[config.mk]
export PLATFORM = sky130hd
export DESIGN_NAME = nec_ir_frame_decoder_core
export DESIGN_NICKNAME = d
export VERILOG_FILES = /design/src/rtl/nirfd_pkg.sv /design/src/rtl/nirfd_front.sv /design/src/rtl/nirfd_queue.sv /design/src/rtl/nirfd_back.sv /design/src/rtl/nec_ir_frame_decoder_core.sv
export SDC_FILE = /design/constraint.sdc
export NUM_CORES = 1
export LEC_CHECK = 0
export BUFFER_PORTS_ARGS = -buffer_cell sky130_fd_sc_hd__buf_2
export CORE_AREA = 2 2 240 242
export CTS_CLUSTER_SIZE = 16
export DETAILED_ROUTE_END_ITERATION = 7
export DIE_AREA = 0 0 242 244
export GPL_TIMING_DRIVEN = 0
export PLACE_DENSITY = 0.53
export SETUP_SLACK_MARGIN = 0.05
export SLEW_MARGIN = 0
export SYNTH_ARGS = -nofsm -noshare
export SYNTH_HDL_FRONTEND = slang
export SYNTH_SLANG_ARGS = --single-unit
export TNS_END_PERCENT = 50
[constraint.sdc]
create_clock -name clock -period 10.2 [get_ports clock]
set_input_delay 1.02 -clock clock [delete_from_list [all_inputs] [get_ports clock]]
set_output_delay 1.02 -clock clock [all_outputs]
set_load 0.02 [all_outputs]
[src/rtl/nirfd_pkg.sv]
// Shared types, constants and the window compare for the NEC IR frame decoder.
package nirfd_pkg;

   localparam int TICK_W      = 15;
   localparam int COUNT_W     = 7;
   localparam int CSR_IDX_W   = 4;
   localparam int QUEUE_DEPTH = 4;
   localparam int QPTR_W      = $clog2(QUEUE_DEPTH);
   localparam int QCNT_W      = $clog2(QUEUE_DEPTH + 1);

   localparam logic [COUNT_W-1:0] FRAME_LEN  = 7'd34;
   localparam logic [COUNT_W-1:0] REPEAT_LEN = 7'd2;
   localparam logic [COUNT_W-1:0] DATA_LAST  = 7'd32;  // last data symbol index
   localparam int                 HALF_BITS  = 16;

   // register indexes
   typedef enum logic [CSR_IDX_W-1:0] {
      CSR_MARGIN       = 4'd0,
      CSR_LEAD_MARK    = 4'd1,
      CSR_LEAD_SPACE   = 4'd2,
      CSR_REPEAT_SPACE = 4'd3,
      CSR_ZERO_MARK    = 4'd4,
      CSR_ZERO_SPACE   = 4'd5,
      CSR_ONE_MARK     = 4'd6,
      CSR_ONE_SPACE    = 4'd7
   } csr_index_type;

   localparam logic [TICK_W-1:0] RST_MARGIN       = 15'd200;
   localparam logic [TICK_W-1:0] RST_LEAD_MARK    = 15'd9000;
   localparam logic [TICK_W-1:0] RST_LEAD_SPACE   = 15'd4500;
   localparam logic [TICK_W-1:0] RST_REPEAT_SPACE = 15'd2250;
   localparam logic [TICK_W-1:0] RST_ZERO_MARK    = 15'd560;
   localparam logic [TICK_W-1:0] RST_ZERO_SPACE   = 15'd560;
   localparam logic [TICK_W-1:0] RST_ONE_MARK     = 15'd560;
   localparam logic [TICK_W-1:0] RST_ONE_SPACE    = 15'd1690;

   typedef enum logic [1:0] {
      KIND_FRAME     = 2'd0,
      KIND_REPEAT    = 2'd1,
      KIND_MALFORMED = 2'd2,
      KIND_UNKNOWN   = 2'd3
   } frame_kind_type;

   // classified symbol, front to back
   typedef struct packed {
      logic lead;
      logic rep;
      logic one;
      logic zero;
      logic last;
   } sym_class_type;

   typedef struct packed {
      logic              valid;
      logic              full;
      logic [QCNT_W-1:0] count;
   } queue_status_type;

   typedef struct packed {
      logic               pop;
      logic [COUNT_W-1:0] sym_count;
   } back_status_type;

   // strict window n - m < d < n + m, no wrap
   function automatic logic in_window(input logic [TICK_W-1:0] d,
                                      input logic [TICK_W-1:0] n,
                                      input logic [TICK_W-1:0] m);
      logic [TICK_W:0] hi;
      logic [TICK_W:0] dm;
      hi = {1'b0, n} + {1'b0, m};
      dm = {1'b0, d} + {1'b0, m};
      return ({1'b0, d} < hi) && (dm > {1'b0, n});
   endfunction

endpackage

[src/rtl/nirfd_front.sv]
// Front end: timing registers, symbol accept and window classification.
module nirfd_front import nirfd_pkg::*; #(
   parameter int REPEAT_MARK_TICKS = 9000
) (
   input  logic                 clock,
   input  logic                 reset,
   input  logic                 csr_we,
   input  logic [CSR_IDX_W-1:0] csr_index,
   input  logic [TICK_W-1:0]    csr_wdata,
   input  logic                 req_tvalid,
   output logic                 req_tready,
   input  logic [TICK_W-1:0]    mark_ticks,
   input  logic [TICK_W-1:0]    space_ticks,
   input  logic                 end_of_capture,
   input  queue_status_type     q_status,
   output logic                 push,
   output sym_class_type        push_data
);

   localparam logic [TICK_W-1:0] REP_MARK = TICK_W'(REPEAT_MARK_TICKS);

   logic [TICK_W-1:0] margin_ff, lead_mark_ff, lead_space_ff, rep_space_ff;
   logic [TICK_W-1:0] zero_mark_ff, zero_space_ff, one_mark_ff, one_space_ff;

   always_ff @(posedge clock) begin
      if (reset) begin
         margin_ff     <= RST_MARGIN;
         lead_mark_ff  <= RST_LEAD_MARK;
         lead_space_ff <= RST_LEAD_SPACE;
         rep_space_ff  <= RST_REPEAT_SPACE;
         zero_mark_ff  <= RST_ZERO_MARK;
         zero_space_ff <= RST_ZERO_SPACE;
         one_mark_ff   <= RST_ONE_MARK;
         one_space_ff  <= RST_ONE_SPACE;
      end else if (csr_we) begin
         unique case (csr_index)
            CSR_MARGIN:       margin_ff     <= csr_wdata;
            CSR_LEAD_MARK:    lead_mark_ff  <= csr_wdata;
            CSR_LEAD_SPACE:   lead_space_ff <= csr_wdata;
            CSR_REPEAT_SPACE: rep_space_ff  <= csr_wdata;
            CSR_ZERO_MARK:    zero_mark_ff  <= csr_wdata;
            CSR_ZERO_SPACE:   zero_space_ff <= csr_wdata;
            CSR_ONE_MARK:     one_mark_ff   <= csr_wdata;
            CSR_ONE_SPACE:    one_space_ff  <= csr_wdata;
            default: ;  // unmapped index, dropped
         endcase
      end
   end

   assign req_tready = !q_status.full;
   assign push       = req_tvalid && req_tready;

   always_comb begin
      push_data.lead = in_window(mark_ticks, lead_mark_ff, margin_ff)
                    && in_window(space_ticks, lead_space_ff, margin_ff);
      push_data.rep  = in_window(mark_ticks, REP_MARK, margin_ff)
                    && in_window(space_ticks, rep_space_ff, margin_ff);
      push_data.one  = in_window(mark_ticks, one_mark_ff, margin_ff)
                    && in_window(space_ticks, one_space_ff, margin_ff);
      push_data.zero = in_window(mark_ticks, zero_mark_ff, margin_ff)
                    && in_window(space_ticks, zero_space_ff, margin_ff);
      push_data.last = end_of_capture;
   end

endmodule

[src/rtl/nirfd_queue.sv]
// Short FIFO of classified symbols between front and back.
module nirfd_queue import nirfd_pkg::*; (
   input  logic             clock,
   input  logic             reset,
   input  logic             push,
   input  sym_class_type    push_data,
   input  logic             pop,
   output sym_class_type    head,
   output queue_status_type status
);

   sym_class_type     entry_ff [QUEUE_DEPTH];
   logic [QPTR_W-1:0] wr_ptr_ff, wr_ptr_in;
   logic [QPTR_W-1:0] rd_ptr_ff, rd_ptr_in;
   logic [QCNT_W-1:0] count_ff, count_in;

   always_ff @(posedge clock) begin
      if (push) begin
         entry_ff[wr_ptr_ff] <= push_data;
      end
   end

   always_comb begin
      wr_ptr_in = push ? wr_ptr_ff + 1'b1 : wr_ptr_ff;
      rd_ptr_in = pop  ? rd_ptr_ff + 1'b1 : rd_ptr_ff;
      count_in  = count_ff;
      if (push && !pop) begin
         count_in = count_ff + 1'b1;
      end else if (pop && !push) begin
         count_in = count_ff - 1'b1;
      end
   end

   always_ff @(posedge clock) begin
      if (reset) begin
         wr_ptr_ff <= '0;
         rd_ptr_ff <= '0;
         count_ff  <= '0;
      end else begin
         wr_ptr_ff <= wr_ptr_in;
         rd_ptr_ff <= rd_ptr_in;
         count_ff  <= count_in;
      end
   end

   assign head         = entry_ff[rd_ptr_ff];
   assign status.valid = (count_ff != '0);
   assign status.full  = (count_ff == QCNT_W'(QUEUE_DEPTH));
   assign status.count = count_ff;

endmodule

[src/rtl/nirfd_back.sv]
// Back end: per-capture state, frame classification and result register.
module nirfd_back import nirfd_pkg::*; #(
   parameter int MAX_SYMBOLS = 64
) (
   input  logic             clock,
   input  logic             reset,
   input  queue_status_type q_status,
   input  sym_class_type    head,
   output back_status_type  status,
   output logic             rsp_tvalid,
   input  logic             rsp_tready,
   output logic [1:0]       frame_kind,
   output logic [15:0]      address_out,
   output logic [15:0]      command_out,
   output logic [7:0]       key_value
);

   localparam logic [COUNT_W-1:0] MAX_CNT = COUNT_W'(MAX_SYMBOLS);

   logic [COUNT_W-1:0] count_ff, count_in, count_next;
   logic               lead_ff, lead_in;
   logic               rep_ff, rep_in;
   logic               bits_ok_ff, bits_ok_in;
   logic [31:0]        shift_ff, shift_in;
   logic [15:0]        addr_ff, addr_in;
   logic [15:0]        cmd_ff, cmd_in;
   logic               rsp_valid_ff, rsp_valid_in;
   frame_kind_type     kind_ff, kind_in;
   logic [4:0]         bit_idx;
   logic               pop;

   // a last symbol needs room in the result register
   assign pop     = q_status.valid && (!head.last || !rsp_valid_ff || rsp_tready);
   assign bit_idx = 5'(count_ff - 7'd1);

   always_comb begin
      count_in     = count_ff;
      lead_in      = lead_ff;
      rep_in       = rep_ff;
      bits_ok_in   = bits_ok_ff;
      shift_in     = shift_ff;
      addr_in      = addr_ff;
      cmd_in       = cmd_ff;
      kind_in      = kind_ff;
      rsp_valid_in = rsp_valid_ff && !rsp_tready;
      count_next   = (count_ff < MAX_CNT) ? count_ff + 7'd1 : count_ff;
      if (pop) begin
         if (count_ff == '0) begin
            lead_in = head.lead;
            rep_in  = head.rep;
         end else if (count_ff <= DATA_LAST) begin
            if (head.one) begin
               shift_in = shift_ff | (32'd1 << bit_idx);
            end else if (!head.zero) begin
               bits_ok_in = 1'b0;
            end
         end
         count_in = count_next;
         if (head.last) begin
            priority if (count_next == FRAME_LEN) begin
               if (lead_in && bits_ok_in) begin
                  addr_in = shift_in[HALF_BITS-1:0];
                  cmd_in  = shift_in[2*HALF_BITS-1:HALF_BITS];
                  kind_in = KIND_FRAME;
               end else begin
                  kind_in = KIND_MALFORMED;
               end
            end else if (count_next == REPEAT_LEN) begin
               kind_in = rep_in ? KIND_REPEAT : KIND_MALFORMED;
            end else begin
               kind_in = KIND_UNKNOWN;
            end
            rsp_valid_in = 1'b1;
            count_in     = '0;
            lead_in      = 1'b0;
            rep_in       = 1'b0;
            bits_ok_in   = 1'b1;
            shift_in     = '0;
         end
      end
   end

   always_ff @(posedge clock) begin
      if (reset) begin
         count_ff     <= '0;
         lead_ff      <= 1'b0;
         rep_ff       <= 1'b0;
         bits_ok_ff   <= 1'b1;
         shift_ff     <= '0;
         addr_ff      <= '0;
         cmd_ff       <= '0;
         rsp_valid_ff <= 1'b0;
      end else begin
         count_ff     <= count_in;
         lead_ff      <= lead_in;
         rep_ff       <= rep_in;
         bits_ok_ff   <= bits_ok_in;
         shift_ff     <= shift_in;
         addr_ff      <= addr_in;
         cmd_ff       <= cmd_in;
         rsp_valid_ff <= rsp_valid_in;
      end
   end

   always_ff @(posedge clock) begin
      kind_ff <= kind_in;
   end

   assign status.pop       = pop;
   assign status.sym_count = count_ff;
   assign rsp_tvalid  = rsp_valid_ff;
   assign frame_kind  = kind_ff;
   assign address_out = addr_ff;
   assign command_out = cmd_ff;
   assign key_value   = cmd_ff[15:8];

endmodule

[src/rtl/nec_ir_frame_decoder_core.sv]
// Top level of the NEC IR frame decoder: front, symbol queue and back.
//
// Channel   Dir  Bus           Contents (lowest bit first)
// req_      in   tdata[31:0]   mark_ticks[14:0], space_ticks[29:15], zero pad
//                tlast         end_of_capture
// rsp_      out  tdata[39:0]   address_out[15:0], command_out[31:16], key_value[39:32]
//                tuser[1:0]    frame_kind
// csr_      in   we/index/wdata  8 timing registers, 15 bits each
//
// One symbol per cycle is taken while the queue has room; the window compares
// are combinational logic ahead of a 4-deep queue, and the back end retires
// one queued symbol a cycle unless a last symbol waits on an unread result.
// A last symbol passes the queue, then the result register; symbols ahead go first.
// Reset is synchronous: timing registers go to their nominal values, the
// queue empties and the per-capture state, stored address and command clear.
// req_tready falls only when the queue is full; the back end stalls on a
// last symbol alone, while an unread result holds the output register.
module nec_ir_frame_decoder_core import nirfd_pkg::*; #(
   parameter int MAX_SYMBOLS       = 64,
   parameter int REPEAT_MARK_TICKS = 9000
) (
   input  logic                 clock,
   input  logic                 reset,
   // configuration
   input  logic                 csr_we,
   input  logic [CSR_IDX_W-1:0] csr_index,
   input  logic [TICK_W-1:0]    csr_wdata,
   // symbol input
   input  logic                 req_tvalid,
   output logic                 req_tready,
   input  logic [31:0]          req_tdata,   // mark_ticks, space_ticks, pad
   input  logic                 req_tlast,
   // result output
   output logic                 rsp_tvalid,
   input  logic                 rsp_tready,
   output logic [39:0]          rsp_tdata,   // address_out, command_out, key_value
   output logic [1:0]           rsp_tuser    // frame_kind
);

   logic             push;
   sym_class_type    push_data;
   sym_class_type    head;
   queue_status_type q_status;
   back_status_type  b_status;
   logic [15:0]      address_out;
   logic [15:0]      command_out;
   logic [7:0]       key_value;

   nirfd_front #(
      .REPEAT_MARK_TICKS (REPEAT_MARK_TICKS)
   ) u_front (
      .clock          (clock),
      .reset          (reset),
      .csr_we         (csr_we),
      .csr_index      (csr_index),
      .csr_wdata      (csr_wdata),
      .req_tvalid     (req_tvalid),
      .req_tready     (req_tready),
      .mark_ticks     (req_tdata[14:0]),
      .space_ticks    (req_tdata[29:15]),
      .end_of_capture (req_tlast),
      .q_status       (q_status),
      .push           (push),
      .push_data      (push_data)
   );

   nirfd_queue u_queue (
      .clock     (clock),
      .reset     (reset),
      .push      (push),
      .push_data (push_data),
      .pop       (b_status.pop),
      .head      (head),
      .status    (q_status)
   );

   nirfd_back #(
      .MAX_SYMBOLS (MAX_SYMBOLS)
   ) u_back (
      .clock       (clock),
      .reset       (reset),
      .q_status    (q_status),
      .head        (head),
      .status      (b_status),
      .rsp_tvalid  (rsp_tvalid),
      .rsp_tready  (rsp_tready),
      .frame_kind  (rsp_tuser),
      .address_out (address_out),
      .command_out (command_out),
      .key_value   (key_value)
   );

   assign rsp_tdata = {key_value, command_out, address_out};

   // queue never overfills
   a_queue_bound: assert property (@(posedge clock) disable iff (reset)
      q_status.count <= QCNT_W'(QUEUE_DEPTH))
      else $error("symbol queue over depth");

   // a held result is never overwritten by a new last symbol
   a_no_overwrite: assert property (@(posedge clock) disable iff (reset)
      !(b_status.pop && head.last && rsp_tvalid && !rsp_tready))
      else $error("result overwritten while stalled");

   // symbol count saturates
   a_count_sat: assert property (@(posedge clock) disable iff (reset)
      b_status.sym_count <= COUNT_W'(MAX_SYMBOLS))
      else $error("symbol count past saturation");

   // a transfer into a full queue cannot happen
   a_no_push_full: assert property (@(posedge clock) disable iff (reset)
      q_status.full |-> !push)
      else $error("push into full queue");

endmodule

Word-level counts from Yosys, hierarchy flattened
Memory sizes are Yosys's and may differ from the RTL's. A register that Yosys moved wholly into a read port is not among the register bits.
Index checks and enable logic that the tools add are counted.

word-level totals
  output and inout bits = 44
  memories kept = 1
  bits in read-only memories = 0
  logic and storage cells = 137
  bits in registers = 204
  RAM bits = 20
  bits in latches = 0

memories
  name              depth  bits a word  rd ports  clocked after memory_dff  write ports  RTL line           RTL
  u_queue.entry_ff  4      5            1         1                         1            nirfd_queue.sv:12  sym_class_type entry_ff [QUEUE_DEPTH];

operators by class
  shift-type cells = 1
  equal/unequal tests = 10
  mux-type cells = 30
  reductions and logical operators = 40
  multipliers = 0
  bitwise gates (word level) = 1
  magnitude comparators = 18
  div/mod/pow operators = 0
  $add $sub $neg = 16

operator list
  operator                  count
  $add A15 B15 Y16          9
  $lt A15 B16 Y1            8
  $mux W32                  4
  $gt A16 B15 Y1            7
  $or A32 B32 Y32           1
  $shl A1 B5 Y32 const A    1
  $logic_and A1 B1 Y1       18
  $reduce_and A2 Y1         9
  $add A14 B15 Y16 const A  1
  $eq A4 B3 Y1 const B      4
  $gt A16 B14 Y1 const B    1
  $mux W1                   16
  $mux W7                   2
  $mux W2                   6
  $eq A4 B2 Y1 const B      2
  $add A7 B1 Y7 const B     1
  $eq A7 B2 Y1 const B      1
  $eq A7 B6 Y1 const B      1
  $le A7 B6 Y1 const B      1
  $logic_not A7 Y1          1
  $lt A7 B7 Y1 const B      1
  $logic_not A1 Y1          6
  $mux W3                   2
  $sub A5 B1 Y5 const B     1
  other kinds (10)          12

Longest topological paths before layout
Gate-level depths: netlist of the first run.

  word-level depth = 8
  gate-level depth with buffers = 20
  gate-level depth less buffers = 20

Hierarchy
From an unflattened synthesis of the first run, not the netlist that was laid out.

unflattened totals
  cell total of the unflattened synthesis = 2514
  area, all modules = 20525.9 um^2

by module, submodules not included
  module       instances  area each (um^2)  cells each
  nirfd_front  1          15623.7           2031
  nirfd_back   1          3746.1            413
  nirfd_queue  1          1156.1            70

Worst setup path after synthesis of the first run
OpenSTA, ideal clock, no wires.

  path kind = in2reg
  from = input port req_tdata[15]
  to = memory u_queue.entry_ff[0][1] (netlist name) (data pin)
  cell stages on the path = 18
  buffers on the path = 0
  arrival = 4.065 ns
  slack = 5.845 ns
  cell sequence = ha_1 -> inv_1 -> fa_1 -> nor2b_1 -> o21ai_0 -> a21boi_0 -> o21ai_0 -> a21oi_1 -> a221oi_1 -> a21oi_1 -> xor2_1 -> ha_1 -> and4_1 -> nand3_1 -> nor4_1 -> a21oi_1 -> nor2_1 -> a2111oi_0

RTL lines
  element      RTL line                         RTL
  from (decl)  nec_ir_frame_decoder_core.sv:31  input logic [31:0] req_tdata,
  to (decl)    nirfd_queue.sv:12

==> metrics.yaml, run 1 <==
status: "completed"
grt_pass1_vias: 18200
clkPwrFrac: 0.357
synth_seq_cells: 226
cts_buffer_depth: 3
cts_resized: 0
path_clk_slew_ns: 0.06
die_w_um: 242
post_cts_buffers: 0
syn_to_final_growth_pct: 11.2
mostFrequentLayoutCells: "ha_1, nand2_1, a21oi_1"
dpl.cell_count: 3261
grt_max_degree: 16
slew_headroom: 0.160
rsz0062_at_grt: "no"
totalPowerFinal_mw: 2.61
portBuffers: 82
cp.required_ns: 10.40
hold_start: "u_back.bits_ok_ff$_SDFFE_PP1P_"
crit_start: "u_front.margin_ff[1]$_SDFFE_PP0P_"
async_flop_share: 0
worst_slew_pin_slew_ns: 1.26
grt_pass1_wl_um: 99000
numCtsBuffers: 25
postSynthCellCount: 2423
fmax_ghz: 0.160
grt_overflow: 0
r2r_start: "u_front.margin_ff[1]$_SDFFE_PP0P_"
p_sw_uw: 872
dpl.hpwl_um: 52300
coreArea_um2: 56200
syn_nets: 2850
clk_latency_ns: 0.56
dp_slack_ns: 3.94
syn_area_um2: 19600
fin_crit_ns: 6.23
p_seq_frac: 0.370
cp-end-kind: "flop"
drv_cap: 0
holdBufCountCts: 0
fin_ws_ns: 3.97
layout_commonest_cell: "ha_1"
drv_slew: 0
yosysUniqueCellTypes: 85
ioPinCount: 101
initial_utilization: 0.349
track_usage: 0.212
final.setup.tns_ns: 0
via_per_inst: 5.40
path_class: "flop to flop"
worst_setup_path_start_kind: "flop"
vdd_ir_drop_max_v: 0.000125
cts_sinks: 226
die-area_um2: 59000
drc_errors: 0
syn_avg_cell_area_um2: 8.09
vias: 17800
min-delay-path-class: "flop to flop"
ant_nets: 0
min_period_over_period: 0.611
antenna_found_initial: 4
comb_power_share: 0.272
hold_viol_final: 0
htreeDepth: 1
nets: 2959
gp_congestion: 0.934
final_cell_count_no_fill: 3306
die_h_um: 244
critPathMaxFanout: 12
drt_wl_total_um: 63800
cts-root-buf: "clkbuf_16"
synth_edf_count: 22
detail_route.first_pass.iterations: 6
yosys_warnings: 0
cts_tree: "built"
yosysSeqAreaShare: 0.242
power.leakage_nw: 9.68
wl_per_cell_um: 19.3
drtIter0Drc: 939
ys.flop_type: "dfxtp_1"
core.rowCount: 87
swShare: 0.334
skew_ns: 0.0105
power_density_nw_per_um2: 120
intPower_mw: 1.74
drive_gt1_frac: 0.0761
final-setup-viol-count: 0
crit_arrival_ns: 6.43
[layer usage]
| layer | GRT usage | share of wire | up-vias |
|---|---|---|---|
| met2 | 0.382 | 0.48 | 351 |
| li1 | - | - | 8864 |
| met5 | 0 | 0 | - |
| met4 | 0.0632 | 0.026 | 0 |
| met3 | 0.0135 | 0.038 | 90 |
| met1 | 0.272 | 0.45 | 8536 |
[worst paths after layout]
check                                           to  slack [ns]  depth (start not counted)
setup / recovery  u_queue.entry_ff[0][1]$_DFFE_PP_        3.97                         14
hold / removal      u_back.bits_ok_ff$_SDFFE_PP1P_        0.47                          2
setup reg to reg  u_queue.entry_ff[0][1]$_DFFE_PP_        3.97                         14
hold reg to reg     u_back.bits_ok_ff$_SDFFE_PP1P_        0.47                          2
[flip-flops by register name (all words and copies together) (netlist names), 15 cells and up, named ones only]
register,count
u_back.shift_ff,32
u_queue.entry_ff,20
u_back.address_out,16
u_back.command_out,16
u_front.lead_mark_ff,15
u_front.lead_space_ff,15
u_front.margin_ff,15
u_front.one_mark_ff,15
u_front.one_space_ff,15
u_front.rep_space_ff,15
u_front.zero_mark_ff,15
u_front.zero_space_ff,15
[synthesized netlist by cell type (52+ instances only)]
master	n	area, µm²
ha_1	360	4500
xor2_1	68	596
nor3_1	71	355
clkbuf_1	52	195
dfxtp_1	204	4080
nand2_1	267	1000
inv_1	169	634
o21ai_0	90	450
xnor2_1	60	526
a21o_1	69	518
a21oi_1	246	1230
nor2_1	215	807
[power groups by stage]
stage	sequential [mW]	clock, mW	combinational, mW
final	0.966	0.931	0.711
after CTS	0.966	0.951	0.711
after global placement	0.985	0	0.689
after detailed placement	0.986	0	0.707
after global routing	0.971	0.977	0.797
after floorplan	0.976	0	0.498
[critical path, cell delays in order, from the launching register on]
cell       delay [ns]
dfxtp_1          0.78
inv_1            0.55
ha_1             0.45
nor2b_1          0.07
o311ai_0         0.62
a211oi_1         0.23
o31ai_1          0.37
a21oi_1          0.17
xor2_1           0.49
ha_1             0.22
and4_1           0.24
nand3_1          0.10
nor3_1           0.32
o21ai_1          0.21
a2111oi_0        1.04
[stage by stage]
stage	instance area, µm²	hold slack, ns	util
after global placement	21000	0.443	0.373
after CTS	21800	0.468	0.388
final	21800	0.471	0.388
after global routing	21800	0.496	0.388
after detailed placement	21000	0.458	0.373
after floorplan	19600	0.432	-
[layout make-up]
type | count | area, µm²
flip-flops and latches | 226 | 4740
clock buffers | 32 | 692
plain buffers | 85 | 415
inverters | 169 | 634
diodes | 2 | 5.00
well taps | 756 | 946
fillers | 5806 | 34400
clock inverters | 11 | 130
multi-input cells | 1943 | 13800
repair buffers | 82 | 410
[kinds of logic after synthesis]
family | share of synthesized area
compound gates | 0.199
xor+xnor | 0.0572
fa+ha+maj | 0.241
buf+inv | 0.0536
flops | 0.242
mux | 0.0101
simple gates | 0.198
(Power assumes the default switching activity.)
==> run 2: changes to the inputs <==
--- a/config.mk
+++ b/config.mk
@@ -5,13 +5,14 @@
 export SDC_FILE = /design/constraint.sdc
 export NUM_CORES = 1
 export LEC_CHECK = 0
+export ABC_AREA = 1
 export BUFFER_PORTS_ARGS = -buffer_cell sky130_fd_sc_hd__buf_2
 export CORE_AREA = 2 2 240 242
 export CTS_CLUSTER_SIZE = 16
 export DETAILED_ROUTE_END_ITERATION = 7
 export DIE_AREA = 0 0 242 244
 export GPL_TIMING_DRIVEN = 0
-export PLACE_DENSITY = 0.53
+export PLACE_DENSITY = 0.55
 export SETUP_SLACK_MARGIN = 0.05
 export SLEW_MARGIN = 0
 export SYNTH_ARGS = -nofsm -noshare
==> constraint.sdc (replaced) <==
create_clock -name clock -period 5.5 [get_ports clock]
set_input_delay 0.55 -clock clock [delete_from_list [all_inputs] [get_ports clock]]
set_output_delay 0.55 -clock clock [all_outputs]
set_load 0.02 [all_outputs]
==> run 2 against run 1 <==
Sequential share of layout area down 0.18 points. Synthesized cell count up 12%. Sequential cell count unchanged. Wire length up 7.0%. Clock power up 98%. Global-route usage up 1.3 points. Largest power group is now clock.
==> metrics.yaml, run 2 <==
postSynthCellCount: 2703  # +12%
critPathMaxStageDelay_ns: 0.75  # -0.29 ns
hold_start: "req_tlast"
yosys_warnings: 0  # unchanged
cp_common_cell: "nand2_1"
synth_top_area_frac: 0.229  # -0.000410
cts_sinks: 226  # unchanged
worst_slew_pin_slew_ns: 1.03  # -0.225 ns
crit_start: "u_front.margin_ff[0]$_SDFFE_PP0P_"
mostFrequentLayoutCells: "nand2_1, a21oi_1, ha_1"
path_clk_slew_ns: 0.06  # about the same
wl_per_cell_um: 18.9  # -1.9%
r2r_start: "u_front.margin_ff[0]$_SDFFE_PP0P_"
portBuffers: 96  # +17%
cp_cell_sequence: "ha_1 > inv_1 > fa_1 > inv_1 > a31oi_1 > o21ai_0 > nand2_1 > a21oi_1 > nand2_1 > o21ai_0 > xor2_1 > ha_1 > nand3_1 > nor3_1 > nand2_1 > nand2_1 > nand2_1 > nand2_1 > nand3_1 > nor2_1"
drv_cap: 0  # unchanged
die-area_um2: 59000  # unchanged
worst_setup_path_start_kind: "flop"
cp-end-kind: "flop"
synth_area_leaders: "ha_1, dfxtp_1, a21oi_1, nand2_1, inv_1"
drtIter0Drc: 1191  # +27%
critPathMaxFanout: 11  # -1
min_period_over_period: 0.930  # +0.319
cts-root-buf: "clkbuf_16"
synth_edf_count: 22  # unchanged
reg_top3: "u_back.shift_ff (32), u_queue.entry_ff (20)"
vias: 18800  # +5.6%
final-setup-viol-count: 0  # unchanged
regMostFlops: "u_back.shift_ff"
gp_congestion: 0.961  # +2.9%
grt_pass1_wl_um: 104000  # +4.6%
initial_utilization: 0.350  # +0.000624
largest_reg_flops: 32  # unchanged
cts_tree: "built"
die_h_um: 244  # unchanged
core.rowCount: 87  # unchanged
path_class: "flop to flop"
cpMaxStageDelayCell: "dfxtp_1"
drv_slew: 0  # unchanged
cp.required_ns: 5.77  # -4.63 ns
detail_route.first_pass.iterations: 5  # -1
vdd_ir_drop_max_v: 0.000258  # +110%
syn_avg_cell_area_um2: 7.26  # -10%
rsz0062_at_grt: "no"
antenna_found_initial: 4  # unchanged
drive_gt1_frac: 0.0614  # -0.0147
die_w_um: 242  # unchanged
drt_wl_total_um: 68200  # +7.0%
power_density_nw_per_um2: 241  # +100%
syn_nets: 3130  # +9.8%
yosysMostFrequentCell: "nand2_1"
totalPowerFinal_mw: 5.30  # +100%
nets: 3256  # +10%
track_usage: 0.225  # +0.0130
crit_arrival_ns: 5.39  # -1.04 ns
slew_headroom: 0.311  # +0.152
power.leakage_nw: 10.7  # +10%
dpl.hpwl_um: 54900  # +5.1%
yosysSeqAreaShare: 0.242  # -0.000432
status: "completed"
drc_errors: 0  # unchanged
hold_viol_final: 0  # unchanged
fillers: 5903  # +1.7%
grt_max_degree: 14  # -2
min-delay-path-class: "input port to flop"
grt_pass1_vias: 18500  # +1.4%
fin_crit_ns: 5.12  # -1.12 ns
cts_buffer_depth: 3  # unchanged
numCtsBuffers: 26  # +4.0%
yosysUniqueCellTypes: 43  # -49%
layout_commonest_cell: "nand2_1"
synth_seq_cells: 226  # unchanged
yosysTopAreaCell: "ha_1"
ioPinCount: 101  # unchanged
clk_latency_ns: 0.56  # about the same
fmax_ghz: 0.195  # +22%
via_per_inst: 5.22  # -3.2%
grt_overflow: 0  # unchanged
syn_area_um2: 19600  # +0.18%
synthTopCellsByCount: "nand2_1, a21oi_1, ha_1"
post-route-util: 0.391  # +0.00341
ys.flop_type: "dfxtp_1"
ant_nets: 0  # unchanged
htreeDepth: 1  # unchanged
async_flop_share: 0  # unchanged
skew_ns: 0.0178  # +0.00724 ns
coreArea_um2: 56200  # unchanged
syn_to_final_growth_pct: 12.0
run 2: changes by cell type after synthesis, moves of 33 or more:
| cell | before | now |
|---|---|---|
| a21o_1 | 69 | 22 |
| a21oi_1 | 246 | 387 |
| inv_1 | 169 | 349 |
| nand2_1 | 267 | 411 |
| nand2b_1 | 33 | 0 |
| nand3_1 | 47 | 104 |
| nor2b_1 | 34 | 0 |
| o21ai_0 | 90 | 236 |
run 2: worst paths after layout:
kind                                       to  slack, ns  depth (start not counted)
max          u_queue.entry_ff[2][2]$_DFFE_PP_       0.38                         20
min          u_queue.entry_ff[3][0]$_DFFE_PP_       0.22                          1
max reg2reg  u_queue.entry_ff[2][2]$_DFFE_PP_       0.38                         20
min reg2reg       u_back.lead_ff$_SDFFE_PP0P_       0.47                          2
run 2: critical path: cells and delay by family, from the launching register on:
kind | cells | cell delay, ns
adder cells (fa/ha/maj) | 3 | 0.90
buffers and inverters | 2 | 0.13
flip-flops | 1 | 0.75
AND/OR/NAND/NOR | 10 | 1.59
XOR/XNOR | 1 | 0.49
AO/OA/AOI/OAI | 4 | 0.98
run 2: repair_timing:
item,in CTS,in global routing
hold buffers,0,0
pin swaps,0,0
resized for setup,1,1
setup endpoints to repair,10,8
hold endpoints to repair,0,0
buffers inserted,2,0
run 2: final cells by class:
cell class | instances | area [µm²] | share of cell area
repair buffers | 98 | 495 | 0.0225
clock inverters | 10 | 140 | 0.00638
flip-flops and latches | 226 | 4750 | 0.216
multi-input cells | 2060 | 13300 | 0.603
clock buffers | 37 | 753 | 0.0343
inverters | 356 | 1340 | 0.0610
plain buffers | 61 | 290 | 0.0132
diodes | 4 | 10.0 | 0.000455
well taps | 756 | 946 | 0.0430
run 2: kinds of logic (layout without fill, tap and decap cells):
group                      Yosys count  in the layout  synth area share
buffers and inverters              417            562            0.0829
AOI/OAI and AO/OA                  767            767             0.210
adders and majority gates          370            370             0.240
xor gates and xnor gates           125            125            0.0558
and+or+nand+nor                    798            798             0.170
other                                0              4                 0
DFF                                226            226             0.242
run 2: metrics by stage:
stage	setup TNS, ns	cell area, µm²	hold WS, ns	std cells	worst slack, ns
after floorplan	0	19600	0.442	2703	1.92
after global placement	-0.834	21100	0.450	3555	-0.128
after detailed placement	-1.28	21100	0.455	3555	-0.162
after CTS	0	22000	0.197	3604	0.249
after global routing	0	22000	0.220	3608	0.0735
final	0	22000	0.224	3608	0.384
run 2: power breakdown:
group          total [mW]  switching (mW)  internal, mW
clock                1.84           0.747          1.09
combinational        1.65            1.12         0.527
sequential           1.82          0.0678          1.75
total                5.30            1.94          3.37
run 2: per-layer routing:
layer,share of wire,routed length [µm],GRT usage,vias to the layer above
met2,0.47,31900,0.390,413
met1,0.46,31600,0.295,8818
li1,-,-,-,9500
met3,0.036,2470,0.0162,111
met4,0.033,2280,0.0795,0
met5,0,0,0,-
